`config.mk`:
```
export PLATFORM = sky130hd
export DESIGN_NAME = fixed_frame_deframer_flat
export DESIGN_NICKNAME = d
export VERILOG_FILES = /design/src/sv/ffd_pkg.sv /design/src/sv/ffd_req_if.sv /design/src/sv/ffd_rsp_if.sv /design/src/sv/ffd_csr_if.sv /design/src/sv/ffd_queue.sv /design/src/sv/ffd_front.sv /design/src/sv/ffd_back.sv /design/src/sv/fixed_frame_deframer.sv /design/src/flat_wrapper.sv
export SDC_FILE = /design/constraint.sdc
export NUM_CORES = 1
export LEC_CHECK = 0
export BUFFER_PORTS_ARGS = -buffer_cell sky130_fd_sc_hd__buf_2
export CORE_MARGIN = 8
export CORE_UTILIZATION = 52
export DETAILED_ROUTE_END_ITERATION = 8
export PLACE_DENSITY = 0.75
export SLEW_MARGIN = 20
export SYNTH_ARGS = -nofsm -noshare
export SYNTH_HDL_FRONTEND = slang
export SYNTH_SLANG_ARGS = --single-unit
```
`constraint.sdc`:
```
create_clock -name clock -period 7.03 [get_ports clock]
set_input_delay 1.406 -clock clock [delete_from_list [all_inputs] [get_ports clock]]
set_output_delay 1.406 -clock clock [all_outputs]
set_load 0.01 [all_outputs]
```
`src/sv/ffd_pkg.sv`:
```
`timescale 1ns / 1ps
`default_nettype none
// ----------------------------------------------------------------------------
// ffd_pkg
// Shared types and constants for the fixed frame deframer.
// ----------------------------------------------------------------------------
package ffd_pkg;

   localparam int FRAME_LEN   = 19;
   localparam int POS_W       = $clog2(FRAME_LEN);
   localparam int QUEUE_DEPTH = 2;

   typedef logic [POS_W-1:0] pos_type;

   localparam logic [7:0] HEAD_A   = 8'hAA;
   localparam logic [7:0] HEAD_B   = 8'h55;
   localparam logic [7:0] LEN_BYTE = 8'h0E;
   localparam logic [7:0] TAIL_A   = 8'h0D;
   localparam logic [7:0] TAIL_B   = 8'h0A;
   localparam logic [7:0] FLAG_MAX = 8'd1;
   localparam logic [15:0] CONF_MAX_STORABLE = 16'd1023;

   localparam logic [7:0]  SRC_RESET   = 8'd5;
   localparam logic [7:0]  DST_RESET   = 8'd4;
   localparam logic [7:0]  MSGID_RESET = 8'd66;
   localparam logic [15:0] CONF_LIMIT_RESET = 16'd1000;

   // byte offsets within the frame
   localparam pos_type OFS_HEAD_A = pos_type'(0);
   localparam pos_type OFS_HEAD_B = pos_type'(1);
   localparam pos_type OFS_LEN    = pos_type'(2);
   localparam pos_type OFS_SRC    = pos_type'(3);
   localparam pos_type OFS_DST    = pos_type'(4);
   localparam pos_type OFS_MSGID  = pos_type'(5);
   localparam pos_type OFS_VALID  = pos_type'(6);
   localparam pos_type OFS_LOST   = pos_type'(7);
   localparam pos_type OFS_CONF_L = pos_type'(8);
   localparam pos_type OFS_CONF_H = pos_type'(9);
   localparam pos_type OFS_LAT_L  = pos_type'(10);
   localparam pos_type OFS_LAT_H  = pos_type'(11);
   localparam pos_type OFS_HDG_L  = pos_type'(12);
   localparam pos_type OFS_HDG_H  = pos_type'(13);
   localparam pos_type OFS_CURV_L = pos_type'(14);
   localparam pos_type OFS_CURV_H = pos_type'(15);
   localparam pos_type OFS_MARKER = pos_type'(16);
   localparam pos_type OFS_TAIL_A = pos_type'(17);
   localparam pos_type OFS_TAIL_B = pos_type'(18);

   typedef enum logic [1:0] {
      CSR_SRC_ADDR   = 2'd0,
      CSR_DST_ADDR   = 2'd1,
      CSR_MSG_ID     = 2'd2,
      CSR_CONF_LIMIT = 2'd3
   } csr_idx_type;

   typedef enum logic {
      MODE_DATA   = 1'b0,
      MODE_RESYNC = 1'b1
   } mode_type;

   // one classified frame, passed from front to back
   typedef struct packed {
      logic               ok;
      logic               line_valid;
      logic [7:0]         lines_lost;
      logic [9:0]         confidence;
      logic signed [15:0] lateral;
      logic signed [15:0] heading;
      logic signed [15:0] curvature;
      logic               marker;
      logic [31:0]        time_ms;
   } entry_type;

   typedef struct packed {
      logic full;
      logic empty;
   } q_status_type;

endpackage
`default_nettype wire

```
`src/sv/ffd_req_if.sv`:
```
`timescale 1ns / 1ps
`default_nettype none
// ----------------------------------------------------------------------------
// ffd_req_if
// Request channel: received serial bytes or resync.
// ----------------------------------------------------------------------------
interface ffd_req_if;
   logic        valid;
   logic        ready;
   logic        mode;
   logic [7:0]  byte_value;
   logic [31:0] now_ms;

   modport source (output valid, mode, byte_value, now_ms, input ready);
   modport sink   (input valid, mode, byte_value, now_ms, output ready);
endinterface
`default_nettype wire

```
`src/sv/ffd_rsp_if.sv`:
```
`timescale 1ns / 1ps
`default_nettype none
// ----------------------------------------------------------------------------
// ffd_rsp_if
// Response channel: frame verdict and latest line record.
// ----------------------------------------------------------------------------
interface ffd_rsp_if;
   logic               valid;
   logic               ready;
   logic               frame_ok;
   logic               line_valid;
   logic [7:0]         lines_lost;
   logic [9:0]         confidence;
   logic signed [15:0] lateral_offset;
   logic signed [15:0] heading_offset;
   logic signed [15:0] curvature;
   logic               marker_seen;
   logic [31:0]        received_ms;
   logic [31:0]        good_frames;
   logic [31:0]        bad_frames;

   modport source (output valid, frame_ok, line_valid, lines_lost, confidence,
                   lateral_offset, heading_offset, curvature, marker_seen,
                   received_ms, good_frames, bad_frames, input ready);
   modport sink   (input valid, frame_ok, line_valid, lines_lost, confidence,
                   lateral_offset, heading_offset, curvature, marker_seen,
                   received_ms, good_frames, bad_frames, output ready);
endinterface
`default_nettype wire

```
`src/sv/ffd_csr_if.sv`:
```
`timescale 1ns / 1ps
`default_nettype none
// ----------------------------------------------------------------------------
// ffd_csr_if
// Register write channel.
// ----------------------------------------------------------------------------
interface ffd_csr_if;
   logic        valid;
   logic        ready;
   logic [1:0]  index;
   logic [15:0] data;

   modport source (output valid, index, data, input ready);
   modport sink   (input valid, index, data, output ready);
endinterface
`default_nettype wire

```
`src/sv/ffd_queue.sv`:
```
`timescale 1ns / 1ps
`default_nettype none
// ----------------------------------------------------------------------------
// ffd_queue
// Short queue of classified frames between front and back.
// ----------------------------------------------------------------------------
module ffd_queue #(
   parameter int DEPTH = ffd_pkg::QUEUE_DEPTH
) (
   input  wire logic                 clock,
   input  wire logic                 reset,
   input  wire logic                 push,
   input  ffd_pkg::entry_type        push_data,
   input  wire logic                 pop,
   output ffd_pkg::entry_type        pop_data,
   output ffd_pkg::q_status_type     status
);
   import ffd_pkg::*;

   localparam int PTR_W = (DEPTH > 1) ? $clog2(DEPTH) : 1;
   localparam int CNT_W = $clog2(DEPTH + 1);
   localparam logic [PTR_W-1:0] LAST_PTR = PTR_W'(DEPTH - 1);
   localparam logic [CNT_W-1:0] FULL_CNT = CNT_W'(DEPTH);

   entry_type        mem_ff [DEPTH];
   logic [PTR_W-1:0] wr_ptr_ff, wr_ptr_in;
   logic [PTR_W-1:0] rd_ptr_ff, rd_ptr_in;
   logic [CNT_W-1:0] count_ff, count_in;

   always_comb begin
      wr_ptr_in = wr_ptr_ff;
      rd_ptr_in = rd_ptr_ff;
      count_in  = count_ff;
      if (push) begin
         wr_ptr_in = (wr_ptr_ff == LAST_PTR) ? '0 : wr_ptr_ff + PTR_W'(1);
      end
      if (pop) begin
         rd_ptr_in = (rd_ptr_ff == LAST_PTR) ? '0 : rd_ptr_ff + PTR_W'(1);
      end
      if (push && !pop) begin
         count_in = count_ff + CNT_W'(1);
      end else if (pop && !push) begin
         count_in = count_ff - CNT_W'(1);
      end
   end

   always_ff @(posedge clock) begin
      if (reset) begin
         wr_ptr_ff <= '0;
         rd_ptr_ff <= '0;
         count_ff  <= '0;
      end else begin
         wr_ptr_ff <= wr_ptr_in;
         rd_ptr_ff <= rd_ptr_in;
         count_ff  <= count_in;
      end
   end

   always_ff @(posedge clock) begin
      if (push) begin
         mem_ff[wr_ptr_ff] <= push_data;
      end
   end

   assign pop_data     = mem_ff[rd_ptr_ff];
   assign status.full  = (count_ff == FULL_CNT);
   assign status.empty = (count_ff == '0);

endmodule
`default_nettype wire

```
`src/sv/ffd_front.sv`:
```
`timescale 1ns / 1ps
`default_nettype none
// ----------------------------------------------------------------------------
// ffd_front
// Header hunt, byte collection and frame check; holds the csr registers.
// ----------------------------------------------------------------------------
module ffd_front (
   input  wire logic              clock,
   input  wire logic              reset,
   ffd_req_if.sink                req_ch,
   ffd_csr_if.sink                csr_ch,
   input  ffd_pkg::q_status_type  q_status,
   output logic                   push,
   output ffd_pkg::entry_type     push_data
);
   import ffd_pkg::*;

   logic        accept;
   logic        csr_write;
   logic [7:0]  b;

   pos_type     pos_ff, pos_in;
   logic        fixed_ok_ff, fixed_ok_in;

   logic [7:0]  src_cfg_ff, dst_cfg_ff, msgid_cfg_ff;
   logic [15:0] conf_limit_ff;

   // captured frame bytes
   logic [7:0]  src_ff, dst_ff, msgid_ff, lost_ff;
   logic        valid_bit_ff, marker_ff;
   logic [15:0] conf_ff, lat_ff, hdg_ff, curv_ff;

   logic        frame_ok;

   assign req_ch.ready = !q_status.full;
   assign csr_ch.ready = 1'b1;
   assign accept       = req_ch.valid && req_ch.ready;
   assign csr_write    = csr_ch.valid && csr_ch.ready;
   assign b            = req_ch.byte_value;

   always_ff @(posedge clock) begin
      if (reset) begin
         src_cfg_ff    <= SRC_RESET;
         dst_cfg_ff    <= DST_RESET;
         msgid_cfg_ff  <= MSGID_RESET;
         conf_limit_ff <= CONF_LIMIT_RESET;
      end else if (csr_write) begin
         case (csr_idx_type'(csr_ch.index))
            CSR_SRC_ADDR:   src_cfg_ff    <= csr_ch.data[7:0];
            CSR_DST_ADDR:   dst_cfg_ff    <= csr_ch.data[7:0];
            CSR_MSG_ID:     msgid_cfg_ff  <= csr_ch.data[7:0];
            CSR_CONF_LIMIT: conf_limit_ff <= csr_ch.data;
            default:        ;
         endcase
      end
   end

   always_comb begin
      pos_in      = pos_ff;
      fixed_ok_in = fixed_ok_ff;
      push        = 1'b0;
      if (accept) begin
         if (mode_type'(req_ch.mode) == MODE_RESYNC) begin
            pos_in = OFS_HEAD_A;
         end else if (pos_ff == OFS_HEAD_A) begin
            if (b == HEAD_A) begin
               pos_in = OFS_HEAD_B;
            end
         end else if (pos_ff == OFS_HEAD_B) begin
            // a repeated header byte keeps the frame start
            if (b == HEAD_B) begin
               pos_in = OFS_LEN;
            end else if (b != HEAD_A) begin
               pos_in = OFS_HEAD_A;
            end
         end else if (pos_ff == OFS_TAIL_B) begin
            push   = 1'b1;
            pos_in = OFS_HEAD_A;
         end else begin
            pos_in = pos_ff + pos_type'(1);
            case (pos_ff)
               OFS_LEN:    fixed_ok_in = (b == LEN_BYTE);
               OFS_VALID:  fixed_ok_in = fixed_ok_ff && (b <= FLAG_MAX);
               OFS_MARKER: fixed_ok_in = fixed_ok_ff && (b <= FLAG_MAX);
               OFS_TAIL_A: fixed_ok_in = fixed_ok_ff && (b == TAIL_A);
               default:    ;
            endcase
         end
      end
   end

   always_ff @(posedge clock) begin
      if (reset) begin
         pos_ff      <= OFS_HEAD_A;
         fixed_ok_ff <= 1'b0;
      end else begin
         pos_ff      <= pos_in;
         fixed_ok_ff <= fixed_ok_in;
      end
   end

   always_ff @(posedge clock) begin
      if (accept && mode_type'(req_ch.mode) == MODE_DATA) begin
         case (pos_ff)
            OFS_SRC:    src_ff        <= b;
            OFS_DST:    dst_ff        <= b;
            OFS_MSGID:  msgid_ff      <= b;
            OFS_VALID:  valid_bit_ff  <= b[0];
            OFS_LOST:   lost_ff       <= b;
            OFS_CONF_L: conf_ff[7:0]  <= b;
            OFS_CONF_H: conf_ff[15:8] <= b;
            OFS_LAT_L:  lat_ff[7:0]   <= b;
            OFS_LAT_H:  lat_ff[15:8]  <= b;
            OFS_HDG_L:  hdg_ff[7:0]   <= b;
            OFS_HDG_H:  hdg_ff[15:8]  <= b;
            OFS_CURV_L: curv_ff[7:0]  <= b;
            OFS_CURV_H: curv_ff[15:8] <= b;
            OFS_MARKER: marker_ff     <= b[0];
            default:    ;
         endcase
      end
   end

   // address and limit checks use the registers as they stand at the last byte
   assign frame_ok = fixed_ok_ff && (b == TAIL_B)
                     && (src_ff == src_cfg_ff) && (dst_ff == dst_cfg_ff)
                     && (msgid_ff == msgid_cfg_ff)
                     && (conf_ff <= conf_limit_ff) && (conf_ff <= CONF_MAX_STORABLE);

   always_comb begin
      push_data.ok         = frame_ok;
      push_data.line_valid = valid_bit_ff;
      push_data.lines_lost = lost_ff;
      push_data.confidence = conf_ff[9:0];
      push_data.lateral    = lat_ff;
      push_data.heading    = hdg_ff;
      push_data.curvature  = curv_ff;
      push_data.marker     = marker_ff;
      push_data.time_ms    = req_ch.now_ms;
   end

endmodule
`default_nettype wire

```
`src/sv/ffd_back.sv`:
```
`timescale 1ns / 1ps
`default_nettype none
// ----------------------------------------------------------------------------
// ffd_back
// Applies classified frames to the line record and counters, drives responses.
// ----------------------------------------------------------------------------
module ffd_back (
   input  wire logic              clock,
   input  wire logic              reset,
   input  ffd_pkg::q_status_type  q_status,
   input  ffd_pkg::entry_type     pop_data,
   output logic                   pop,
   ffd_rsp_if.source              rsp_ch
);
   import ffd_pkg::*;

   logic               rsp_valid_ff;
   logic               ok_ff;
   logic               line_valid_ff;
   logic [7:0]         lost_ff;
   logic [9:0]         conf_ff;
   logic signed [15:0] lat_ff, hdg_ff, curv_ff;
   logic               marker_ff;
   logic [31:0]        time_ff;
   logic [31:0]        good_ff, bad_ff;

   // the record registers double as the response register, so a new frame
   // is only applied once the previous response has gone
   assign pop = !q_status.empty && (!rsp_valid_ff || rsp_ch.ready);

   always_ff @(posedge clock) begin
      if (reset) begin
         rsp_valid_ff  <= 1'b0;
         ok_ff         <= 1'b0;
         line_valid_ff <= 1'b0;
         lost_ff       <= '0;
         conf_ff       <= '0;
         lat_ff        <= '0;
         hdg_ff        <= '0;
         curv_ff       <= '0;
         marker_ff     <= 1'b0;
         time_ff       <= '0;
         good_ff       <= '0;
         bad_ff        <= '0;
      end else begin
         if (pop) begin
            rsp_valid_ff <= 1'b1;
            ok_ff        <= pop_data.ok;
            if (pop_data.ok) begin
               line_valid_ff <= pop_data.line_valid;
               lost_ff       <= pop_data.lines_lost;
               conf_ff       <= pop_data.confidence;
               lat_ff        <= pop_data.lateral;
               hdg_ff        <= pop_data.heading;
               curv_ff       <= pop_data.curvature;
               marker_ff     <= pop_data.marker;
               time_ff       <= pop_data.time_ms;
               good_ff       <= good_ff + 32'd1;
            end else begin
               bad_ff <= bad_ff + 32'd1;
            end
         end else if (rsp_ch.ready) begin
            rsp_valid_ff <= 1'b0;
         end
      end
   end

   assign rsp_ch.valid          = rsp_valid_ff;
   assign rsp_ch.frame_ok       = ok_ff;
   assign rsp_ch.line_valid     = line_valid_ff;
   assign rsp_ch.lines_lost     = lost_ff;
   assign rsp_ch.confidence     = conf_ff;
   assign rsp_ch.lateral_offset = lat_ff;
   assign rsp_ch.heading_offset = hdg_ff;
   assign rsp_ch.curvature      = curv_ff;
   assign rsp_ch.marker_seen    = marker_ff;
   assign rsp_ch.received_ms    = time_ff;
   assign rsp_ch.good_frames    = good_ff;
   assign rsp_ch.bad_frames     = bad_ff;

endmodule
`default_nettype wire

```
`src/sv/fixed_frame_deframer.sv`:
```
`timescale 1ns / 1ps
`default_nettype none
// response: the last frame byte pushes the frame into the frame queue, and it is popped
//    into the response registers once the previous response has gone
// throughput: one request per cycle; ready falls only while the frame queue
//    (QUEUE_DEPTH entries) is full behind a stalled response
// at most one response per 19 bytes, set by the fixed frame length
// reset: hunting restarts, line record and both counters clear, registers
//    return to source 5, destination 4, message id 66, confidence limit 1000
// ----------------------------------------------------------------------------
// fixed_frame_deframer
// Serial frame parser for a fixed 19-byte line report frame.
// ----------------------------------------------------------------------------
module fixed_frame_deframer #(
   parameter int QUEUE_DEPTH = ffd_pkg::QUEUE_DEPTH
) (
   input  wire logic clock,
   input  wire logic reset,
   ffd_req_if.sink   req_ch,
   ffd_rsp_if.source rsp_ch,
   ffd_csr_if.sink   csr_ch
);
   import ffd_pkg::*;

   logic         push;
   logic         pop;
   entry_type    push_data;
   entry_type    pop_data;
   q_status_type q_status;

   ffd_front u_front (
      .clock     (clock),
      .reset     (reset),
      .req_ch    (req_ch),
      .csr_ch    (csr_ch),
      .q_status  (q_status),
      .push      (push),
      .push_data (push_data)
   );

   ffd_queue #(
      .DEPTH (QUEUE_DEPTH)
   ) u_queue (
      .clock     (clock),
      .reset     (reset),
      .push      (push),
      .push_data (push_data),
      .pop       (pop),
      .pop_data  (pop_data),
      .status    (q_status)
   );

   ffd_back u_back (
      .clock     (clock),
      .reset     (reset),
      .q_status  (q_status),
      .pop_data  (pop_data),
      .pop       (pop),
      .rsp_ch    (rsp_ch)
   );

   a_no_push_full: assert property (@(posedge clock) disable iff (reset)
      push |-> !q_status.full)
      else $error("frame pushed into full queue");

   a_no_pop_empty: assert property (@(posedge clock) disable iff (reset)
      pop |-> !q_status.empty)
      else $error("frame popped from empty queue");

   a_status_sane: assert property (@(posedge clock) disable iff (reset)
      !(q_status.full && q_status.empty))
      else $error("queue both full and empty");

   a_pop_gives_rsp: assert property (@(posedge clock) disable iff (reset)
      pop |=> rsp_ch.valid)
      else $error("popped frame produced no response");

endmodule
`default_nettype wire

```
`src/flat_wrapper.sv`:
```
// flat-port wrapper written by rule: the top's interface ports become plain ports
module fixed_frame_deframer_flat import ffd_pkg::*;
#(
   parameter int QUEUE_DEPTH = ffd_pkg::QUEUE_DEPTH
)
  (clock, reset, req_ch_valid, req_ch_mode, req_ch_byte_value, req_ch_now_ms, req_ch_ready, rsp_ch_valid, rsp_ch_frame_ok, rsp_ch_line_valid, rsp_ch_lines_lost, rsp_ch_confidence, rsp_ch_lateral_offset, rsp_ch_heading_offset, rsp_ch_curvature, rsp_ch_marker_seen, rsp_ch_received_ms, rsp_ch_good_frames, rsp_ch_bad_frames, rsp_ch_ready, csr_ch_valid, csr_ch_index, csr_ch_data, csr_ch_ready);
  ffd_req_if req_ch_i ();
  ffd_rsp_if rsp_ch_i ();
  ffd_csr_if csr_ch_i ();
  input  wire logic clock;
  input  wire logic reset;
  input wire logic [$bits(req_ch_i.valid)-1:0] req_ch_valid;
  input wire logic [$bits(req_ch_i.mode)-1:0] req_ch_mode;
  input wire logic [$bits(req_ch_i.byte_value)-1:0] req_ch_byte_value;
  input wire logic [$bits(req_ch_i.now_ms)-1:0] req_ch_now_ms;
  output wire logic [$bits(req_ch_i.ready)-1:0] req_ch_ready;
  output wire logic [$bits(rsp_ch_i.valid)-1:0] rsp_ch_valid;
  output wire logic [$bits(rsp_ch_i.frame_ok)-1:0] rsp_ch_frame_ok;
  output wire logic [$bits(rsp_ch_i.line_valid)-1:0] rsp_ch_line_valid;
  output wire logic [$bits(rsp_ch_i.lines_lost)-1:0] rsp_ch_lines_lost;
  output wire logic [$bits(rsp_ch_i.confidence)-1:0] rsp_ch_confidence;
  output wire logic [$bits(rsp_ch_i.lateral_offset)-1:0] rsp_ch_lateral_offset;
  output wire logic [$bits(rsp_ch_i.heading_offset)-1:0] rsp_ch_heading_offset;
  output wire logic [$bits(rsp_ch_i.curvature)-1:0] rsp_ch_curvature;
  output wire logic [$bits(rsp_ch_i.marker_seen)-1:0] rsp_ch_marker_seen;
  output wire logic [$bits(rsp_ch_i.received_ms)-1:0] rsp_ch_received_ms;
  output wire logic [$bits(rsp_ch_i.good_frames)-1:0] rsp_ch_good_frames;
  output wire logic [$bits(rsp_ch_i.bad_frames)-1:0] rsp_ch_bad_frames;
  input wire logic [$bits(rsp_ch_i.ready)-1:0] rsp_ch_ready;
  input wire logic [$bits(csr_ch_i.valid)-1:0] csr_ch_valid;
  input wire logic [$bits(csr_ch_i.index)-1:0] csr_ch_index;
  input wire logic [$bits(csr_ch_i.data)-1:0] csr_ch_data;
  output wire logic [$bits(csr_ch_i.ready)-1:0] csr_ch_ready;
  assign req_ch_i.valid = req_ch_valid;
  assign req_ch_i.mode = req_ch_mode;
  assign req_ch_i.byte_value = req_ch_byte_value;
  assign req_ch_i.now_ms = req_ch_now_ms;
  assign req_ch_ready = req_ch_i.ready;
  assign rsp_ch_valid = rsp_ch_i.valid;
  assign rsp_ch_frame_ok = rsp_ch_i.frame_ok;
  assign rsp_ch_line_valid = rsp_ch_i.line_valid;
  assign rsp_ch_lines_lost = rsp_ch_i.lines_lost;
  assign rsp_ch_confidence = rsp_ch_i.confidence;
  assign rsp_ch_lateral_offset = rsp_ch_i.lateral_offset;
  assign rsp_ch_heading_offset = rsp_ch_i.heading_offset;
  assign rsp_ch_curvature = rsp_ch_i.curvature;
  assign rsp_ch_marker_seen = rsp_ch_i.marker_seen;
  assign rsp_ch_received_ms = rsp_ch_i.received_ms;
  assign rsp_ch_good_frames = rsp_ch_i.good_frames;
  assign rsp_ch_bad_frames = rsp_ch_i.bad_frames;
  assign rsp_ch_i.ready = rsp_ch_ready;
  assign csr_ch_i.valid = csr_ch_valid;
  assign csr_ch_i.index = csr_ch_index;
  assign csr_ch_i.data = csr_ch_data;
  assign csr_ch_ready = csr_ch_i.ready;
  fixed_frame_deframer #(.QUEUE_DEPTH(QUEUE_DEPTH)) u_core (.clock(clock), .reset(reset), .req_ch(req_ch_i), .rsp_ch(rsp_ch_i), .csr_ch(csr_ch_i));
endmodule
```
==> results of run 1 <==
flip-flops by register name (all words and copies together) (netlist names), 32 cells and up, named ones only:
name,cells
u_core.u_back.rsp_ch.bad_frames,32
u_core.u_back.rsp_ch.received_ms,32
u_core.u_back.rsp_ch.good_frames,32
u_core.u_queue.mem_ff,202
worst max-delay path by stage:
stage	to	slack, ns
global route	u_core.u_queue.mem_ff[0][75]$_DFFE_PP_	3.42
floorplan	u_core.u_queue.mem_ff[0][0]$_DFFE_PP_	0.10
CTS	u_core.u_queue.mem_ff[0][76]$_DFFE_PP_	3.59
detailed placement	u_core.u_queue.mem_ff[0][26]$_DFFE_PP_	2.97
global placement	u_core.u_queue.mem_ff[0][26]$_DFFE_PP_	3.02
finish	u_core.u_queue.mem_ff[0][75]$_DFFE_PP_	3.58
cells in the mapped netlist (all sizes together) (2+ instances only):
| master | count |
|---|---|
| a211oi | 102 |
| a21o | 2 |
| a21oi | 44 |
| and2 | 3 |
| and3 | 14 |
| and4 | 4 |
| buf | 10 |
| clkbuf | 64 |
| dfxtp | 217 |
| edfxtp | 300 |
| ha | 24 |
| inv | 33 |
| mux2i | 119 |
| nand2 | 73 |
| nand2b | 2 |
| nand3 | 26 |
| nand3b | 3 |
| nand4 | 31 |
| nand4b | 2 |
| nor2 | 206 |
| nor2b | 5 |
| nor3 | 20 |
| nor3b | 5 |
| nor4 | 12 |
| o211ai | 8 |
| o21ai | 18 |
| o22ai | 2 |
| o31ai | 2 |
| or2 | 2 |
| or3 | 17 |
| xnor2 | 42 |
| xor2 | 35 |
where the power goes:
part           leakage [uW]  switching [uW]  total [uW]  internal [uW]
logic               0.00287             850        1400            550
clock network      0.000810            1130        2700           1560
registers           0.00446             152        3510           3360
routing by layer:
layer / track usage (%) / vias to the layer above / routed length (um)
met5: 0 / - / 0
met4: 4.674 / 0 / 744
met3: 4.329 / 56 / 2586
met2: 31.22 / 327 / 20200
met1: 25.00 / 5842 / 18560
li1: - / 5738 / -
final cells by class:
class | count | area [sq um] | share of cell area, %
Timing Repair Buffer | 239 | 1237 | 5.519
Multi-Input combinational cell | 833 | 5440 | 24.26
Clock inverter | 35 | 360.3 | 1.607
Inverter | 33 | 123.9 | 0.5524
Antenna cell | 2 | 5.005 | 0.02232
Tap cell | 468 | 585.6 | 2.611
Sequential cell | 517 | 13360 | 59.57
Clock buffer | 61 | 1314 | 5.859
stage by stage:
step	utilization [%]	hold slack [ns]
global route	61.38	0.4280
finish	61.39	0.4134
floorplan	-	0.4215
detailed placement	56.80	0.4290
global placement	56.80	0.4238
CTS	61.38	0.4103
logic make-up (layout without fill, tap and decap cells):
family | count (synthesis) | after routing | synth area share, %
flip-flops | 517 | 517 | 69.57
multiplexers | 120 | 120 | 6.264
buffers and inverters | 107 | 368 | 2.171
AND/OR/NAND/NOR | 428 | 428 | 10.54
AO/OA/AOI/OAI | 183 | 183 | 6.362
other | 1 | 3 | 0.01954
adder cells (fa/ha/maj) | 24 | 24 | 1.564
XOR/XNOR | 77 | 77 | 3.513
cells in the final DEF, fill, tap and decap left out, drive strengths merged, types with 3 or more instances in the layout:
master    instances
a211oi          102
a21oi            44
and2              3
and3             14
and4              4
buf             239
bufinv            6
clkbuf           61
clkinv           22
clkinvlp          5
dfxtp           217
edfxtp          300
ha               24
inv              35
mux2i           119
nand2            73
nand3            26
nand3b            3
nand4            31
nor2            206
nor2b             5
nor3             20
nor3b             5
nor4             12
o211ai            8
o21ai            18
or3              17
xnor2            42
xor2             35
==> impl_results.md, run 1 <==
- Crit path capture type: flop
- Largest cells by area after synthesis: edfxtp_1 47%, dfxtp_1 23%, mux2i_1 6.2%
- TritonCTS clock tree: built
- Drt initial violations: 1022
- Nets: 1763
- I/O Buffers: 230
- Initial antenna violation count: 0
- Relative slew slack: 34.37%
- Clock sinks: 517
- R2R depth: 6
- Overall power: 7610 uW
- Peak Freq: 290.0 MHz
- Pre-CTS setup slack: 2.968 ns
- Gr usage total: 18.87%
- Cell at the slowest stage of the critical path: nor2b_4
- Routed length per placed instance: 19.23 um
- Synthesized area: 19190 sq um
- Fin cells: 2188
- VDD IR-drop max: 0.3090 mV
- Placed Cells: 2090
- WL final: 42080 um
- Yosys reg bits: 517
- Initial Util: 52.56%
- Setup bufs post-CTS: 0
- Share of layout cells above drive strength 1: 19.67%
- Total number of vias: 11960
- Die X: 208.1 um
- Max Cap Violations: 0
- Critical path depth in cells: 6
- Hold_buf cts: 0
- Post-route cell area: 22420 sq um
- Dominant cell type by area after synthesis: edfxtp_1
- First-pass GRT wire length: 65830 um
- Worst Skew: 0.03680 ns
- H-tree levels: 2
- Post-Syn Nets: 1545
- Final setup TNS: 0 ns
- PwrDens: 339.4 nW/um^2
- FF-to-FF setup slack: 3.85 ns
- Worst path arrival time: 3.66 ns
- Worst min path class: flop to flop
- Critical path's largest stage delay: 0.82 ns
- Core footprint: 36520 sq um
- Filler cell count: 2815
- Vias per std cell: 5.468
- Hpwl dp: 27250 um
- Pre-antenna DRT Iters: 5
- Worst-path cell chain: buf_2 -> and2_1 -> nand4b_1 -> nor2_1 -> nor2b_4 -> buf_4
- Worst Tran Pin Value: 0.9844 ns
- Resized cells post-CTS: 0
- Clk slew on worst S/H paths: 0.06 ns
- Mean Syn Cell Area: 13.17 sq um
- Std-Cell Rows: 70
- Startpoint Class: input port
- Vias in the first global route: 11950
- Status: finished, final reports clean
- Die Y: 208.1 um
- Clk buf depth: 3
- Top-area cell type share of the netlist area: 46.93%
- Detail Route Antenna Nets: 0
- Asr flop ratio synth: 0%
- Kind of critical path: input port to flop
- GPL Wtd Cong: 0.8402
- Most frequently used flop master after synthesis: edfxtp_1
- Buf/Inv on CP: 2
- Clk root buf: clkbuf_16
- Hold Startpoint: u_core.u_front.lost_ff[4]$_DFFE_PP_
- Crit. Startpoint: req_ch_valid
- Setup slack after layout: 3.582 ns
- Yosys warnings: 0
- Top Family by Delay on Critical Path: simple AND/OR/NAND/NOR gates
- Worst reg2reg endpoint: u_core.u_back.rsp_ch.good_frames[26]$_SDFFE_PP0P_
- Placed Area: 20740 sq um
- Hold Path Depth: 0
- Share of the yosys chip area belonging to registers: 69.57%
- Clock latency at the later pin of the worst-skew pair: 0.59 ns
- IO Count: 232
- Cell variety after synth: 50
- Hold EP: u_core.u_queue.mem_ff[0][95]$_DFFE_PP_
- Mapped Cells: 1457
- Die Area: 43320 sq um
- Final hold violations: 0
- Worst EP required: 7.25 ns
- GRT overflow: 0
- Fin crit period: 3.448 ns
- Final period utilization: 49.05%
- Largest net degree at the start of global routing: 204
- Num CTS Buffers: 51
- Residual DRC count: 0
- Final-report max-slew violation count: 0
- Final setup fails: 0
- RSZ-0062 raised after global routing: false
- Post-synth EDFFs: 300
- Area Growth Syn to Fin: 16.82%
- Leakage power: 0.008144 uW
- CP max FO: 46
Power figures use the tool's default switching activity.
==> run 2, diff against run 1 <==
==> constraint.sdc (replaced) <==
create_clock -name clock -period 3.1 [get_ports clock]
set_input_delay 0.62 -clock clock [delete_from_list [all_inputs] [get_ports clock]]
set_output_delay 0.62 -clock clock [all_outputs]
set_load 0.01 [all_outputs]
==> impl_results.md, run 2 (same netlist as run 1, synthesis figures left out) <==
- Pre-antenna DRT Iters: 5
- GRT overflow: 0
- CP max FO: 63
- WL final: 42720 um
- Status: finished, final reports clean
- TritonCTS clock tree: built
- Placed Area: 21020 sq um
- Drt initial violations: 1099
- VDD IR-drop max: 0.6719 mV
- Cell at the slowest stage of the critical path: buf_4
- Detail Route Antenna Nets: 0
- Post-route cell area: 22710 sq um
- Final hold violations: 0
- Worst path arrival time: 2.97 ns
- Setup slack after layout: 0.6130 ns
- Clock sinks: 517
- Die X: 208.1 um
- Final setup TNS: 0 ns
- Max Cap Violations: 0
- Nets: 1791
- Share of layout cells above drive strength 1: 21.08%
- Kind of critical path: flop to flop
- PwrDens: 759.1 nW/um^2
- Clock latency at the later pin of the worst-skew pair: 0.58 ns
- Worst Skew: 0.01466 ns
- Final-report max-slew violation count: 0
- Core footprint: 36520 sq um
- I/O Buffers: 230
- Most common cell after layout, fill and taps aside: edfxtp_1
- FF-to-FF setup slack: 0.61 ns
- H-tree levels: 2
- Total number of vias: 12130
- Initial Util: 52.56%
- Critical path's largest stage delay: 0.97 ns
- Std-Cell Rows: 70
- RSZ-0062 raised after global routing: false
- Die Area: 43320 sq um
- Vias in the first global route: 12080
- Most frequent cells in the layout: 300 x edfxtp_1, 229 x buf_2, 216 x dfxtp_1
- First-pass GRT wire length: 66900 um
- Clk root buf: clkbuf_16
- Area Growth Syn to Fin: 18.34%
- Initial antenna violation count: 1
- Worst Tran Pin Value: 1.139 ns
- Resized cells post-CTS: 0
- Worst-path cell chain: buf_4 -> buf_4 -> mux2i_1 -> a211oi_1
- Die Y: 208.1 um
- Max reg flops: 202
- Worst EP required: 3.59 ns
- GPL Wtd Cong: 0.8538
- Startpoint Class: flop
- Num CTS Buffers: 51
- Final setup fails: 0
- Largest net degree at the start of global routing: 128
- Worst hold slack: 0.2230 ns
- Hpwl dp: 27970 um
- ANT cells: 0
- Residual DRC count: 0
- Worst min path class: input port to flop
- R2R depth: 4
- Setup bufs post-CTS: 0
- Leakage power: 0.008339 uW
- Overall power: 17240 uW
- Relative slew slack: 24.06%
- Routed length per placed instance: 19.30 um
- Most frequent CP cell: buf_4
- Worst reg2reg endpoint: u_core.u_back.rsp_ch.received_ms[15]$_SDFFE_PP0P_
- Peak Freq: 402.1 MHz
- Clk buf depth: 3
- Crit path capture: u_core.u_back.rsp_ch.received_ms[15]$_SDFFE_PP0P_
- Final period utilization: 80.23%
- IO Count: 232
- Vias per std cell: 5.477
- Gr usage total: 19.32%
- Fin crit period: 2.487 ns
- Hold_buf cts: 0
- Pre-CTS setup slack: 0.5318 ns
- Crit path capture type: flop
- Top reg by flops: u_core.u_queue.mem_ff
- Clk slew on worst S/H paths: 0.06 ns
-- run 2: cell type report --
class / count / area, sq um
timing repair buffer: 267 / 1510
sequential: 517 / 13360
inverter: 33 / 123.9
clock inverter: 16 / 97.59
clock buffer: 80 / 1600
multi-input combinational: 833 / 5440
fill: 2743 / 13810
tap: 468 / 585.6
-- run 2: power by group --
group          total [uW]  internal, uW  switching, uW
Clock                6070          3560           2520
Sequential           7840          7630            213
Combinational        3330          1280           2050
-- run 2: critical path, delay by kind of cell, from the launching register on --
family                 cells  cell delay (ns)
multiplexers               1             0.19
AO/OA/AOI/OAI              1             0.30
flip-flops                 1             0.34
buffers and inverters      2             1.49
-- run 2: worst min-delay path by stage --
| stage | from | endpoint | slack, ns | depth (start not counted) |
|---|---|---|---|---|
| global route | req_ch_now_ms[6] | u_core.u_queue.mem_ff[0][6]$_DFFE_PP_ | 0.20 | 1 |
| floorplan | u_core.u_front.marker_ff$_DFFE_PP_ | u_core.u_queue.mem_ff[0][32]$_DFFE_PP_ | 0.42 | 0 |
| detailed placement | u_core.u_front.lat_ff[2]$_DFFE_PP_ | u_core.u_queue.mem_ff[0][67]$_DFFE_PP_ | 0.43 | 0 |
| global placement | u_core.u_front.valid_bit_ff$_DFFE_PP_ | u_core.u_queue.mem_ff[0][99]$_DFFE_PP_ | 0.42 | 0 |
| CTS | req_ch_now_ms[6] | u_core.u_queue.mem_ff[0][6]$_DFFE_PP_ | 0.19 | 1 |
| finish | req_ch_now_ms[4] | u_core.u_queue.mem_ff[0][4]$_DFFE_PP_ | 0.22 | 1 |
-- run 2: per-stage QoR --
| step | utilization [%] | instances |
|---|---|---|
| floorplan | - | 1457 |
| global placement | 57.54 | 2118 |
| detailed placement | 57.54 | 2118 |
| CTS | 62.19 | 2214 |
| global route | 62.19 | 2214 |
| finish | 62.19 | 2214 |
-- run 2: metal layers --
layer	part of all wire (%)	global-route usage, %
met1	44	25.37
met2	47	31.16
met3	6.4	4.645
met4	2.7	6.755
met5	0.030	0
==> run 3, diff against run 2 <==
==> constraint.sdc (replaced) <==
create_clock -name clock -period 2.11 [get_ports clock]
set_input_delay 0.422 -clock clock [delete_from_list [all_inputs] [get_ports clock]]
set_output_delay 0.422 -clock clock [all_outputs]
set_load 0.01 [all_outputs]
==> impl_results.md, run 3 (same netlist as run 1, synthesis figures left out) <==
- Status: finished, final reports clean
- Pre-CTS setup slack: -0.03526 ns
- Startpoint Class: flop
- Fin cells: 2268
- Hold Startpoint: req_ch_now_ms[31]
- Die X: 208.1 um
- Clk root buf: clkbuf_16
- Area of the multi-input gates: 5517 sq um
- CP max FO: 8
- Overall power: 26720 uW
- Filler cell count: 2693
- Detail Route Antenna Nets: 0
- Top reg by flops: u_core.u_queue.mem_ff
- Kind of critical path: flop to flop
- Final setup fails: 0
- IO Count: 232
- H-tree levels: 2
- I/O Buffers: 230
- GPL Wtd Cong: 0.8972
- WL final: 43730 um
- Final core utilization: 64.53%
- Die Area: 43320 sq um
- Hpwl dp: 28980 um
- Fin crit period: 2.049 ns
- Most frequent cells in the layout: 300 x edfxtp_1, 229 x buf_2, 213 x dfxtp_1
- Storage element area: 13360 sq um
- Final period utilization: 97.09%
- Crit path capture type: flop
- Std-Cell Rows: 70
- Worst EP required: 2.56 ns
- Pre-antenna DRT Iters: 5
- Leakage power: 0.008750 uW
- GRT overflow: 0
- Max Cap Violations: 0
- Worst Tran Pin Value: 0.9835 ns
- Gr usage total: 19.86%
- Initial antenna violation count: 1
- Initial Util: 52.56%
- Vias in the first global route: 12620
- Setup slack after layout: 0.06130 ns
- TritonCTS clock tree: built
- Drt initial violations: 624
- Max reg flops: 202
- Nets: 1844
- Num CTS Buffers: 51
- Core footprint: 36520 sq um
- Relative slew slack: 34.43%
- Peak Freq: 488.1 MHz
- Largest net degree at the start of global routing: 101
- Worst Skew: 0.02000 ns
- Share of layout cells above drive strength 1: 24.07%
- VDD IR-drop max: 0.9068 mV
- Routed length per placed instance: 19.28 um
- Placed Cells: 2162
- Vias per std cell: 5.460
- Final hold violations: 0
- Total number of vias: 12380
- Clk buf depth: 3
- Area Growth Syn to Fin: 22.78%
- Die Y: 208.1 um
- Clock sinks: 517
- Clk slew on worst S/H paths: 0.06 ns
- First-pass GRT wire length: 68970 um
- PwrDens: 1134 nW/um^2
- Clock latency at the later pin of the worst-skew pair: 0.59 ns
- Worst min path class: input port to flop
- Worst path arrival time: 2.50 ns
- RSZ-0062 raised after global routing: true
- Most common cell after layout, fill and taps aside: edfxtp_1
- Final-report max-slew violation count: 0
- Residual DRC count: 0
[run 3: cell count changes in the layout (fill, tap and decap cells not counted), moves of 4 or more]
cell and change:
dlygate4sd3_1 +8, buf_4 +29, buf_12 +15, bufinv_16 +12, clkbuf_1 -4, clkbuf_8 -11
[run 3: report_power, final]
group          switching (uW)  total (uW)  internal, uW
clock network            3780        9790          6010
registers                 345       11600         11200
logic                    3140        5380          2240
total                    7260       26700         19500
[run 3: final timing paths]
kind	end	slack [ns]	depth (start not counted)
worst max-delay path	u_core.u_back.rsp_ch.good_frames[26]$_SDFFE_PP0P_	0.06	7
worst min register to register	u_core.u_queue.mem_ff[0][79]$_DFFE_PP_	0.44	0
worst min-delay path	u_core.u_queue.mem_ff[1][31]$_DFFE_PP_	0.04	1
worst max register to register	u_core.u_back.rsp_ch.good_frames[26]$_SDFFE_PP0P_	0.06	7
[run 3: repair_timing]
item | CTS | global route
hold buffers | 8 | 0
endpoints found under the hold margin | 13 | 0
buffers inserted | 0 | 0
resized for setup | 0 | 19
setup endpoints to repair | 0 | 154
[run 3: metrics by stage]
| stage | setup TNS (ns) | cell area (sq um) | hold WS, ns |
|---|---|---|---|
| 2_1_floorplan | -142.40 | 19220 | 0.4215 |
| 3_3_place_gp | -0.06353 | 21540 | 0.4224 |
| 3_5_place_dp | -0.09072 | 21540 | 0.4296 |
| 4_1_cts | 0 | 23460 | 0.0007974 |
| 5_1_grt | -0.01066 | 23570 | 0.002581 |
| 6_report | 0 | 23570 | 0.03987 |
[run 3: layer usage]
layer | share of wire, % | vias to the layer above | global-route usage [%]
met5 | 0 | - | 0
met4 | 2.9 | 0 | 6.608
met3 | 6.3 | 81 | 4.810
met2 | 47 | 404 | 32.78
met1 | 43 | 5984 | 25.54
li1 | - | 5915 | -
[run 3: worst max-delay path, cell delays in order (launching register included)]
cell and delay (ns):
dfxtp_4 0.36, mux2i_2 0.16, or3_4 0.34, or3_4 0.41
buf_12 0.16, nor4_4 0.28, xnor2_1 0.15, nor2_1 0.05
[run 3: area by class of cell]
class | instances | area share (%)
clock inverters | 35 | 2.166
diodes | 1 | 0.01062
flip-flops and latches | 517 | 56.69
multi-input cells | 833 | 23.41
well taps | 468 | 2.485
repair buffers | 320 | 9.052
inverters | 33 | 0.5256
clock buffers | 61 | 5.660
